`src/rtl/core/sjf_pkg.sv`:
```
`default_nettype none

package sjf_pkg;

	localparam int MAX_JOBS  = 16;
	localparam int TIME_BITS = 16;
	localparam int ID_W      = 8;
	localparam int RES_W     = 20;

	localparam int IDX_W  = (MAX_JOBS > 1) ? $clog2(MAX_JOBS) : 1;
	localparam int CNT_W  = $clog2(MAX_JOBS + 1);
	// The clock can pass the latest arrival by at most MAX_JOBS full bursts.
	localparam int TNOW_W = TIME_BITS + CNT_W;
	localparam int SUM_W  = (TNOW_W + 1 > RES_W) ? TNOW_W + 1 : RES_W + 1;

	localparam logic [SUM_W-1:0] RES_MAX = SUM_W'((64'd1 << RES_W) - 64'd1);

	typedef enum logic {
		SCAN_PICK,
		SCAN_ORDER
	} scan_mode_t;

	typedef struct packed {
		logic       valid;
		logic       first;
		scan_mode_t mode;
	} scan_ctl_t;

	typedef struct packed {
		logic [ID_W-1:0]      id;
		logic [TIME_BITS-1:0] arr;
		logic [TIME_BITS-1:0] burst;
		logic [RES_W-1:0]     wt;
		logic                 done;
	} entry_t;

	typedef struct packed {
		logic                 found;
		logic [IDX_W-1:0]     idx;
		entry_t               job;
		logic                 pending;
		logic [TIME_BITS-1:0] next_arr;
	} scan_res_t;

	function automatic logic [RES_W-1:0] sat_res(input logic [SUM_W-1:0] v);
		logic [RES_W-1:0] r;
		if (v > RES_MAX) begin
			r = RES_MAX[RES_W-1:0];
		end else begin
			r = v[RES_W-1:0];
		end
		return r;
	endfunction

endpackage

`default_nettype wire

```
`src/rtl/core/sjf_if.sv`:
```
`default_nettype none

interface sjf_job_if import sjf_pkg::*; ();
	logic                 valid;
	logic                 ready;
	logic [ID_W-1:0]      process_id;
	logic [TIME_BITS-1:0] arrival_time;
	logic [TIME_BITS-1:0] burst_time;
	logic                 last_process;

	modport source (output valid, process_id, arrival_time, burst_time, last_process,
		input ready);
	modport sink (input valid, process_id, arrival_time, burst_time, last_process,
		output ready);
endinterface

interface sjf_res_if import sjf_pkg::*; ();
	logic                 valid;
	logic                 ready;
	logic [ID_W-1:0]      out_process_id;
	logic [TIME_BITS-1:0] out_arrival;
	logic [TIME_BITS-1:0] out_burst;
	logic [RES_W-1:0]     waiting_time;
	logic [RES_W-1:0]     turnaround_time;
	logic                 last_result;
	logic                 dropped_flag;

	modport source (output valid, out_process_id, out_arrival, out_burst, waiting_time,
		turnaround_time, last_result, dropped_flag, input ready);
	modport sink (input valid, out_process_id, out_arrival, out_burst, waiting_time,
		turnaround_time, last_result, dropped_flag, output ready);
endinterface

`default_nettype wire

```
`src/rtl/core/sjf_scan.sv`:
```
`default_nettype none

module sjf_scan import sjf_pkg::*; (
	input  wire logic              clk,
	input  wire logic              arst_n,
	input  wire scan_ctl_t         ctl,
	input  wire entry_t            ent,
	input  wire logic [IDX_W-1:0]  k,
	input  wire logic [TNOW_W-1:0] time_now,
	output scan_res_t              res
);

	logic                 found_q;
	logic                 pend_q;
	logic [IDX_W-1:0]     idx_q;
	entry_t               best_q;
	logic [TIME_BITS-1:0] next_q;

	logic eff_found;
	logic eff_pend;
	logic arrived;
	logic better;
	logic take;
	logic pend_upd;

	always_comb begin
		eff_found = found_q & ~ctl.first;
		eff_pend  = pend_q & ~ctl.first;
		arrived   = TNOW_W'(ent.arr) <= time_now;
		take      = 1'b0;
		pend_upd  = 1'b0;
		better    = 1'b0;
		case (ctl.mode)
			SCAN_PICK: begin
				// Shorter burst wins; equal bursts go to the earlier arrival, and
				// the index order of the scan settles the rest.
				better = (ent.burst < best_q.burst) ||
					((ent.burst == best_q.burst) && (ent.arr < best_q.arr));
				take     = ctl.valid && !ent.done && arrived && (!eff_found || better);
				pend_upd = ctl.valid && !ent.done && !arrived &&
					(!eff_pend || (ent.arr < next_q));
			end
			SCAN_ORDER: begin
				// Here the done flag marks jobs not yet reported.
				better = ent.arr < best_q.arr;
				take   = ctl.valid && ent.done && (!eff_found || better);
			end
			default: begin
				take = 1'b0;
			end
		endcase
	end

	always_ff @(posedge clk or negedge arst_n) begin
		if (!arst_n) begin
			found_q <= 1'b0;
			pend_q  <= 1'b0;
		end else if (ctl.valid) begin
			found_q <= eff_found | take;
			pend_q  <= eff_pend | pend_upd;
		end
	end

	always_ff @(posedge clk) begin
		if (take) begin
			best_q <= ent;
			idx_q  <= k;
		end
		if (pend_upd) begin
			next_q <= ent.arr;
		end
	end

	assign res.found    = found_q;
	assign res.idx      = idx_q;
	assign res.job      = best_q;
	assign res.pending  = pend_q;
	assign res.next_arr = next_q;

endmodule

`default_nettype wire

```
`src/rtl/core/nonpreemptive_sjf_scheduler.sv`:
```
// Jobs load at one item per cycle; the item marked last starts scheduling.
// Each scheduling choice is one pass of the shared compare unit over the n stored
// jobs plus a commit step; idle gaps add one extra pass each.
// Each result then takes an ordering pass, a fill step and an output state, and waits for ready.
// Asynchronous active-low reset empties the table; no clearing pass is needed.
`default_nettype none

module nonpreemptive_sjf_scheduler import sjf_pkg::*; (
	input wire logic clk,
	input wire logic arst_n,
	sjf_job_if.sink  job,
	sjf_res_if.source res
);

	typedef enum logic [2:0] {
		S_LOAD,
		S_PICK,
		S_COMMIT,
		S_OSCAN,
		S_OFILL,
		S_OUT
	} state_t;

	state_t               state_q;
	logic [IDX_W-1:0]     k_q;
	logic [CNT_W-1:0]     cnt_q;
	logic [CNT_W-1:0]     fin_q;
	logic [CNT_W-1:0]     emit_q;
	logic [TNOW_W-1:0]    time_q;
	logic                 ovf_q;
	logic [MAX_JOBS-1:0]  done_q;

	logic                 out_valid_q;
	logic [ID_W-1:0]      out_id_q;
	logic [TIME_BITS-1:0] out_arr_q;
	logic [TIME_BITS-1:0] out_burst_q;
	logic [RES_W-1:0]     out_wait_q;
	logic [RES_W-1:0]     out_turn_q;
	logic                 out_last_q;
	logic                 out_drop_q;

	logic [ID_W-1:0]      id_mem_q    [MAX_JOBS];
	logic [TIME_BITS-1:0] arr_mem_q   [MAX_JOBS];
	logic [TIME_BITS-1:0] burst_mem_q [MAX_JOBS];
	logic [RES_W-1:0]     wt_mem_q    [MAX_JOBS];

	logic             in_acc;
	logic             room;
	logic [CNT_W-1:0] cnt_m1;
	logic             k_last;
	scan_ctl_t        sctl;
	entry_t           ent;
	scan_res_t        sr;

	assign job.ready = (state_q == S_LOAD);
	assign in_acc    = job.valid && job.ready;
	assign room      = cnt_q < CNT_W'(MAX_JOBS);
	assign cnt_m1    = cnt_q - CNT_W'(1);
	assign k_last    = (CNT_W'(k_q) == cnt_m1);

	always_comb begin
		sctl.valid = (state_q == S_PICK) || (state_q == S_OSCAN);
		sctl.first = (k_q == '0);
		sctl.mode  = (state_q == S_OSCAN) ? SCAN_ORDER : SCAN_PICK;
		ent.id     = id_mem_q[k_q];
		ent.arr    = arr_mem_q[k_q];
		ent.burst  = burst_mem_q[k_q];
		ent.wt     = wt_mem_q[k_q];
		ent.done   = done_q[k_q];
	end

	sjf_scan u_scan (
		.clk      (clk),
		.arst_n   (arst_n),
		.ctl      (sctl),
		.ent      (ent),
		.k        (k_q),
		.time_now (time_q),
		.res      (sr)
	);

	always_ff @(posedge clk) begin
		if (in_acc && room) begin
			id_mem_q[cnt_q[IDX_W-1:0]]    <= job.process_id;
			arr_mem_q[cnt_q[IDX_W-1:0]]   <= job.arrival_time;
			burst_mem_q[cnt_q[IDX_W-1:0]] <= job.burst_time;
		end
		if ((state_q == S_COMMIT) && sr.found) begin
			wt_mem_q[sr.idx] <= sat_res(SUM_W'(time_q) - SUM_W'(sr.job.arr));
		end
	end

	always_ff @(posedge clk or negedge arst_n) begin
		if (!arst_n) begin
			state_q     <= S_LOAD;
			k_q         <= '0;
			cnt_q       <= '0;
			fin_q       <= '0;
			emit_q      <= '0;
			time_q      <= '0;
			ovf_q       <= 1'b0;
			done_q      <= '0;
			out_valid_q <= 1'b0;
			out_id_q    <= '0;
			out_arr_q   <= '0;
			out_burst_q <= '0;
			out_wait_q  <= '0;
			out_turn_q  <= '0;
			out_last_q  <= 1'b0;
			out_drop_q  <= 1'b0;
		end else begin
			case (state_q)
				S_LOAD: begin
					if (in_acc) begin
						if (room) begin
							cnt_q <= cnt_q + CNT_W'(1);
						end else begin
							ovf_q <= 1'b1;
						end
						if (job.last_process) begin
							time_q  <= '0;
							fin_q   <= '0;
							emit_q  <= '0;
							k_q     <= '0;
							state_q <= S_PICK;
						end
					end
				end
				S_PICK: begin
					if (k_last) begin
						state_q <= S_COMMIT;
					end else begin
						k_q <= k_q + IDX_W'(1);
					end
				end
				S_COMMIT: begin
					k_q <= '0;
					if (sr.found) begin
						time_q         <= time_q + TNOW_W'(sr.job.burst);
						done_q[sr.idx] <= 1'b1;
						fin_q          <= fin_q + CNT_W'(1);
						state_q        <= (fin_q == cnt_m1) ? S_OSCAN : S_PICK;
					end else begin
						// Nothing has arrived yet: jump to the next arrival.
						time_q  <= TNOW_W'(sr.next_arr);
						state_q <= S_PICK;
					end
				end
				S_OSCAN: begin
					if (k_last) begin
						state_q <= S_OFILL;
					end else begin
						k_q <= k_q + IDX_W'(1);
					end
				end
				S_OFILL: begin
					out_valid_q    <= 1'b1;
					out_id_q       <= sr.job.id;
					out_arr_q      <= sr.job.arr;
					out_burst_q    <= sr.job.burst;
					out_wait_q     <= sr.job.wt;
					out_turn_q     <= sat_res(SUM_W'(sr.job.wt) + SUM_W'(sr.job.burst));
					out_last_q     <= (emit_q == cnt_m1);
					out_drop_q     <= ovf_q;
					done_q[sr.idx] <= 1'b0;
					emit_q         <= emit_q + CNT_W'(1);
					k_q            <= '0;
					state_q        <= S_OUT;
				end
				S_OUT: begin
					if (res.ready) begin
						out_valid_q <= 1'b0;
						if (out_last_q) begin
							cnt_q   <= '0;
							ovf_q   <= 1'b0;
							state_q <= S_LOAD;
						end else begin
							state_q <= S_OSCAN;
						end
					end
				end
				default: begin
					state_q <= S_LOAD;
				end
			endcase
		end
	end

	assign res.valid           = out_valid_q;
	assign res.out_process_id  = out_id_q;
	assign res.out_arrival     = out_arr_q;
	assign res.out_burst       = out_burst_q;
	assign res.waiting_time    = out_wait_q;
	assign res.turnaround_time = out_turn_q;
	assign res.last_result     = out_last_q;
	assign res.dropped_flag    = out_drop_q;

`ifndef SYNTHESIS
	a_no_load_while_out: assert property (@(posedge clk) disable iff (!arst_n)
		job.ready |-> !res.valid)
		else $error("input ready while a result is pending");

	a_cnt_bound: assert property (@(posedge clk) disable iff (!arst_n)
		cnt_q <= CNT_W'(MAX_JOBS))
		else $error("job count beyond table size");

	a_commit_marks: assert property (@(posedge clk) disable iff (!arst_n)
		(state_q == S_COMMIT && sr.found) |=> done_q[$past(sr.idx)])
		else $error("scheduled job not marked done");

	a_commit_progress: assert property (@(posedge clk) disable iff (!arst_n)
		(state_q == S_COMMIT) |-> (sr.found || sr.pending))
		else $error("scheduling pass found neither a job nor a pending arrival");

	a_last_drains: assert property (@(posedge clk) disable iff (!arst_n)
		(res.valid && res.last_result) |-> (done_q == '0))
		else $error("final result with jobs still unreported");
`endif

endmodule

`default_nettype wire
```
`src/flat_wrapper.sv`:
```
// flat-port wrapper written by rule: the top's interface ports become plain ports
module nonpreemptive_sjf_scheduler_flat import sjf_pkg::*;
  (clk, arst_n, job_valid, job_process_id, job_arrival_time, job_burst_time, job_last_process, job_ready, res_valid, res_out_process_id, res_out_arrival, res_out_burst, res_waiting_time, res_turnaround_time, res_last_result, res_dropped_flag, res_ready);
  sjf_job_if job_i ();
  sjf_res_if res_i ();
  input wire logic clk;
  input wire logic arst_n;
  input wire logic [$bits(job_i.valid)-1:0] job_valid;
  input wire logic [$bits(job_i.process_id)-1:0] job_process_id;
  input wire logic [$bits(job_i.arrival_time)-1:0] job_arrival_time;
  input wire logic [$bits(job_i.burst_time)-1:0] job_burst_time;
  input wire logic [$bits(job_i.last_process)-1:0] job_last_process;
  output wire logic [$bits(job_i.ready)-1:0] job_ready;
  output wire logic [$bits(res_i.valid)-1:0] res_valid;
  output wire logic [$bits(res_i.out_process_id)-1:0] res_out_process_id;
  output wire logic [$bits(res_i.out_arrival)-1:0] res_out_arrival;
  output wire logic [$bits(res_i.out_burst)-1:0] res_out_burst;
  output wire logic [$bits(res_i.waiting_time)-1:0] res_waiting_time;
  output wire logic [$bits(res_i.turnaround_time)-1:0] res_turnaround_time;
  output wire logic [$bits(res_i.last_result)-1:0] res_last_result;
  output wire logic [$bits(res_i.dropped_flag)-1:0] res_dropped_flag;
  input wire logic [$bits(res_i.ready)-1:0] res_ready;
  assign job_i.valid = job_valid;
  assign job_i.process_id = job_process_id;
  assign job_i.arrival_time = job_arrival_time;
  assign job_i.burst_time = job_burst_time;
  assign job_i.last_process = job_last_process;
  assign job_ready = job_i.ready;
  assign res_valid = res_i.valid;
  assign res_out_process_id = res_i.out_process_id;
  assign res_out_arrival = res_i.out_arrival;
  assign res_out_burst = res_i.out_burst;
  assign res_waiting_time = res_i.waiting_time;
  assign res_turnaround_time = res_i.turnaround_time;
  assign res_last_result = res_i.last_result;
  assign res_dropped_flag = res_i.dropped_flag;
  assign res_i.ready = res_ready;
  nonpreemptive_sjf_scheduler u_core (.clk(clk), .arst_n(arst_n), .job(job_i), .res(res_i));
endmodule
```
`config.mk`:
```
export PLATFORM = sky130hd
export DESIGN_NAME = nonpreemptive_sjf_scheduler_flat
export DESIGN_NICKNAME = d
export VERILOG_FILES = /design/src/rtl/core/sjf_pkg.sv /design/src/rtl/core/sjf_if.sv /design/src/rtl/core/sjf_scan.sv /design/src/rtl/core/nonpreemptive_sjf_scheduler.sv /design/src/flat_wrapper.sv
export SDC_FILE = /design/constraint.sdc
export NUM_CORES = 1
export LEC_CHECK = 0
export BUFFER_PORTS_ARGS = -buffer_cell sky130_fd_sc_hd__buf_2
export CORE_UTILIZATION = 55
export CTS_BUF_LIST = sky130_fd_sc_hd__clkbuf_4
export DETAILED_ROUTE_END_ITERATION = 6
export PLACE_DENSITY = 0.72
export REMOVE_ABC_BUFFERS = 1
export SYNTH_ARGS = -nofsm -noshare
export SYNTH_HDL_FRONTEND = slang
export SYNTH_SLANG_ARGS = --single-unit
```
`constraint.sdc`:
```
create_clock -name clk -period 20.8 [get_ports clk]
set_clock_uncertainty 0.15 [all_clocks]
set_input_delay 2.08 -clock clk [delete_from_list [all_inputs] [get_ports clk]]
set_output_delay 2.08 -clock clk [all_outputs]
set_load 0.02 [all_outputs]
```
==> Yosys cells after proc, flatten, opt, wreduce, memory -nomap -nowiden <==
Memories as Yosys holds them, arrays and structs flattened. A register that Yosys moved wholly into a read port is not among the register bits.
Cells that the tools add are included.
Widths: inputs -> output; s select.
{ "totals": {"mem_bits_rw": 960, "wordCells": 162, "reg_bits": 197, "memories": 4} }
{ "op_classes": {"n_eq_ne": 19, "addsub": 8, "order_cmp": 10, "n_reduce_logical": 40, "muxes": 50, "bitwise": 9} }
{ "memory_table": {"columns": ["memory", "words", "width", "rd", "rd_ports_with_merged_regs", "wr", "line", "rtl"], "rows": [
  ["u_core.wt_mem_q", 16, 20, 1, 1, 1, "nonpreemptive_sjf_scheduler.sv:45", "logic [RES_W-1:0] wt_mem_q [MAX_JOBS];"],
  ["u_core.arr_mem_q", 16, 16, 1, 0, 1, "nonpreemptive_sjf_scheduler.sv:43", "logic [TIME_BITS-1:0] arr_mem_q [MAX_JOBS];"],
  ["u_core.burst_mem_q", 16, 16, 1, 0, 1, "nonpreemptive_sjf_scheduler.sv:44", "logic [TIME_BITS-1:0] burst_mem_q [MAX_JOBS];"],
  ["u_core.id_mem_q", 16, 8, 1, 1, 1, "nonpreemptive_sjf_scheduler.sv:42", "logic [ID_W-1:0] id_mem_q [MAX_JOBS];"]
]} }
{ "ops": {"columns": ["cell", "n"], "rows": [
  ["$mux 21", 3],
  ["$mux 20", 3],
  ["$lt 16x16->1", 3],
  ["$gt 22x20->1 const B", 2],
  ["$pmux 21 s2", 1],
  ["$mux 5", 7],
  ["$pmux 16 s2", 1],
  ["$pmux 5 s2", 3],
  ["$sub 21x16->22", 1],
  ["$add 20x16->21", 1],
  ["$add 21x16->21", 1],
  ["$le 16x21->1", 1],
  ["$mux 3", 6],
  ["$pmux 3 s6", 1],
  ["$and 16x16->16", 1],
  ["$eq 16x16->1", 1],
  ["$mux 16", 1],
  ["$not 16->16", 1],
  ["$or 16x16->16", 1],
  ["$add 5x1->5 const B", 3],
  ["$reduce_and 5->1", 3],
  ["$ne 2x2->1 const B", 7],
  ["$mux 1", 13],
  ["$logic_and 1x1->1", 12],
  ["30 further kinds", 59]
]} }

==> Longest topological paths before layout <==
{ "depth": {"depth_word": 8, "ltp_mapped": 15} }

==> Hierarchy <==
From an unflattened synthesis, not the netlist that was laid out.
{ "hier_totals": {"cells_unflattened": 2724, "area_unflattened_um2": 49163.4} }
{ "by_module_without_submodules": {"columns": ["module", "n_inst", "area_per_inst_um2", "cells_each"], "rows": [
  ["nonpreemptive_sjf_scheduler", 1, 44998.2, 2413],
  ["sjf_scan", 1, 4165.2, 311]
]} }

==> Worst setup path after synthesis <==
No wires, ideal clock.
{ "synth_path": {"kind": "register -> register", "startpoint": "reg u_core.k_q[0]", "endpoint": "reg u_core.u_scan.idx_q[0], enable pin", "path_stages_with_launch": 16, "arrival_ps": 6355, "path_slack_ps": 13849, "required_time_ps": 20204, "path_buffers": 4, "cell_sequence": "dfrtp_1 buf_6 buf_6 clkbuf_1 clkbuf_1 mux4_2 mux4_2 ha_1 a21o_1 a21oi_1 nand3_1 a211oi_1 a211oi_1 or4_4 and3_4 a41oi_2"} }
{ "synth_rtl": {"columns": ["element", "line", "rtl"], "rows": [
  ["start: declaration", "nonpreemptive_sjf_scheduler.sv:25", "logic [IDX_W-1:0] k_q;"],
  ["start signal: assignment", "nonpreemptive_sjf_scheduler.sv:133", "k_q <= k_q + IDX_W'(1);"],
  ["start signal: assignment", "nonpreemptive_sjf_scheduler.sv:153", "k_q <= k_q + IDX_W'(1);"],
  ["end signal: assignment", "sjf_scan.sv:67", "idx_q <= k;"],
  ["end: declaration", "sjf_scan.sv:15", "logic [IDX_W-1:0] idx_q;"]
]} }

==> flow_metrics.tcl <==
set metrics [dict create \
    outcome "complete, no violations" \
    wirelength_met1_mm 47.01 \
    yosys-top-cells-area "edfxtp_1 (64%), mux4_2 (14%), dfrtp_1 (7.5%), ha_1 (3.0%), nand2_1 (1.6%)" \
    syn_area_per_cell_um2 18.58 \
    ctsHoldBuffers 0 \
    drt_pre_antenna_iters 5 \
    wl_per_cell_um 26.83 \
    cts.repair.resized 0 \
    core_um2 87160 \
    rsz0062_at_grt "false" \
    dr.max_layer_used "met5" \
    synth_flop_cell "edfxtp_1" \
    setup_viol 0 \
    ys_seq_area_share_pct 71.62 \
    fmax_ghz 0.1374 \
    dieArea_um2 89690 \
    post_cts_buffers 0 \
    grt_start_max_net_pins 123 \
    start_kind "flip-flop" \
    dp_slack_ns 13.49 \
    num_rows 108 \
    hold_path.class "flip-flop to flip-flop" \
    crit_required_ns 21.34 \
    yosys.area.top_type_share_pct 64.17 \
    ys_types 66 \
    clkSlewWorstSetupHoldPaths_ns 0.07 \
    nNetsFinal 3158 \
    antenna_found_initial 10 \
    cts_sinks 1185 \
    drc_errors 0 \
    cts_tree "built" \
    r2r_slack_ns 13.52 \
    timing.final.crit_share_pct 35.00 \
    design_area_um2 54740 \
    hold_viol_final 0 \
    portBuffers 128 \
    synth.cell_area_um2 48670 \
    crit_fanout 122 \
    area_growth_pct 12.47 \
    nFillCells 6148 \
    wl_met2_mm 56.17 \
    synth-seq-cells 1185 \
    timing.hold.ws_ns 0.2997 \
    cp.arrival_ns 7.82 \
    post-route-min-period_ns 7.279 \
    gp_routability_congestion 0.9196 \
    worst_pin_slew_ns 1.329 \
    hold_depth 2 \
    ant_nets 0 \
    tns_ns 0 \
    io_pins 129 \
    route.met3.wl_mm 11.39 \
    reg2reg_depth 13 \
    viasPerCell 6.214 \
    synth_warnings 0 \
    relSlewSlack_pct 10.81 \
    final_max_slew_viol_count 0 \
    async_flop_share_pct 12.24 \
    post-route-util_pct 62.81 \
    numCtsBuffers 311 \
    die_w_um 299.5 \
    drt-initial-drc-count 2738 \
    placed_area_um2 50930 \
    clock_path_buffers 4 \
    powerDensity_nw_per_um2 151.9 \
    routed_wl_mm 116.9 \
    initial_core_util_pct 55.84 \
    route.vias.total 27087 \
    critPathCaptureType "flip-flop" \
    grt_pass1_wl_mm 173.5 \
    maxCapViolCount 0 \
    yosysTopAreaCell "edfxtp_1" \
    grtUsageTotal_pct 26.80 \
    grt_pass1_vias 27835 \
    die_h_um 299.5 \
    dp_hpwl_mm 67.04 \
    power.leakage_nw 19.43 \
    irDropWorstVdd_v 0.0001861 \
    syn-instance-count 2619 \
    clk_latency_ns 1.19 \
    synth-edff-count 1040 \
    gr-total-overflow 0 \
    cts-htree-levels 5 \
    worst_slack_ns 13.52 \
    root_buffer "clkbuf_4" \
    worstSetupPathType "flip-flop to flip-flop" \
    final_layout_size_suffix_gt1_share_pct 31.08 \
]
cells in the final DEF (no fill, tap or decap), types with 31 or more instances in the layout:
master	instances
xor2_1	34
nand3_1	31
clkbuf_4	446
nor2_1	63
a21o_1	35
buf_2	127
inv_1	84
edfxtp_1	1040
dfrtp_1	141
o21ai_0	83
clkinv_1	52
a21oi_1	44
nand2_1	206
buf_4	43
ha_1	118
mux4_2	304
Yosys cell counts, types with 28 or more instances:
| library cell | count |
|---|---|
| nand3_1 | 31 |
| nand2_1 | 207 |
| mux4_2 | 304 |
| a21o_1 | 35 |
| edfxtp_1 | 1040 |
| inv_1 | 84 |
| dfrtp_1 | 145 |
| o21ai_0 | 84 |
| ha_1 | 118 |
| clkbuf_1 | 81 |
| a21oi_1 | 44 |
| xnor2_1 | 28 |
| buf_1 | 30 |
| o22a_1 | 28 |
| nor2_1 | 82 |
| xor2_1 | 34 |
metrics by stage:
| stage | power, W | std cells |
|---|---|---|
| 6_report | 0.008315 | 4359 |
| 5_1_grt | 0.008760 | 4355 |
| 4_1_cts | 0.008352 | 4353 |
| 3_5_place_dp | 0.006385 | 3834 |
| 3_3_place_gp | 0.006286 | 3834 |
| 2_1_floorplan | 0.005723 | 2506 |
worst max-delay path, cell delays in order, from the launching register on:
cell and delay (ns):
dfrtp_4 0.95, buf_12 0.74, mux4_2 0.60, mux4_2 0.56
ha_1 0.35, a21o_1 0.16, a21oi_1 0.27, nand3_1 0.15
a211oi_1 0.23, a211oi_1 0.16, or4_4 0.58, and3_4 0.20
a41oi_4 0.63, buf_4 0.85
path summary, 6_finish.rpt:
kind / startpoint / end
hold / removal: u_core.u_scan.res[76] / u_core.res.out_process_id[6]
setup / recovery: u_core.k_q[0] / u_core.u_scan.res[74]
min in group asynchronous: arst_n / u_core.res.waiting_time[8]
hold reg to reg: u_core.u_scan.res[76] / u_core.res.out_process_id[6]
setup reg to reg: u_core.k_q[0] / u_core.u_scan.res[74]
max in group asynchronous: arst_n / u_core.k_q[3]
per-layer routing:
layer,track usage (%),vias to the layer above
met5,0,-
met4,8.771,8
met3,6.617,207
met2,42.09,1454
met1,37.27,13948
li1,-,11470
kinds of logic (layout without fill, tap and decap cells):
group	Yosys count	count (layout)	synth area share, %
AOI/OAI and AO/OA	296	296	4.093
adders and majority gates	121	121	3.157
xor gates and xnor gates	62	62	1.116
other	0	6	0
and+or+nand+nor	439	439	4.082
muxes	319	319	14.38
buffers and inverters	197	776	1.550
DFF	1185	1185	71.62
final cells by class:
| cell class | instances | area, µm² | share of cell area (%) |
|---|---|---|---|
| flip-flops and latches | 1185 | 34870 | 63.71 |
| multi-input cells | 1237 | 13290 | 24.28 |
| clock buffers | 446 | 3348 | 6.116 |
| well taps | 1155 | 1445 | 2.640 |
| repair buffers | 173 | 1010 | 1.845 |
| clock inverters | 73 | 445.4 | 0.8137 |
| inverters | 84 | 315.3 | 0.5760 |
| diodes | 6 | 15.01 | 0.02743 |
where the power goes:
group / total [W] / internal, W / switching (W) / leakage, nW
registers: 0.00343 / 0.00313 / 0.000300 / 11.2
clock network: 0.00197 / 0.00105 / 0.000911 / 2.28
logic: 0.00292 / 0.00120 / 0.00172 / 5.93
sequential cells by signal (all words and copies together), names as in the netlist, 4 cells and up, named ones only:
| register | flops |
|---|---|
| u_core.emit_q | 5 |
| u_core.id_mem_q | 128 |
| u_core.res.out_arrival | 16 |
| u_core.fin_q | 5 |
| u_core.time_q | 21 |
| u_core.res.turnaround_time | 20 |
| u_core.res.out_burst | 16 |
| u_core.res.out_process_id | 8 |
| u_core.wt_mem_q | 320 |
| u_core.arr_mem_q | 256 |
| u_core.u_scan.idx_q | 4 |
| u_core.burst_mem_q | 256 |
| u_core.res.waiting_time | 20 |
| u_core.k_q | 4 |
| u_core.u_scan.res | 60 |
| u_core.u_scan.next_q | 16 |
| u_core.cnt_q | 5 |
Note: power is estimated with default switching activity, not from simulation.
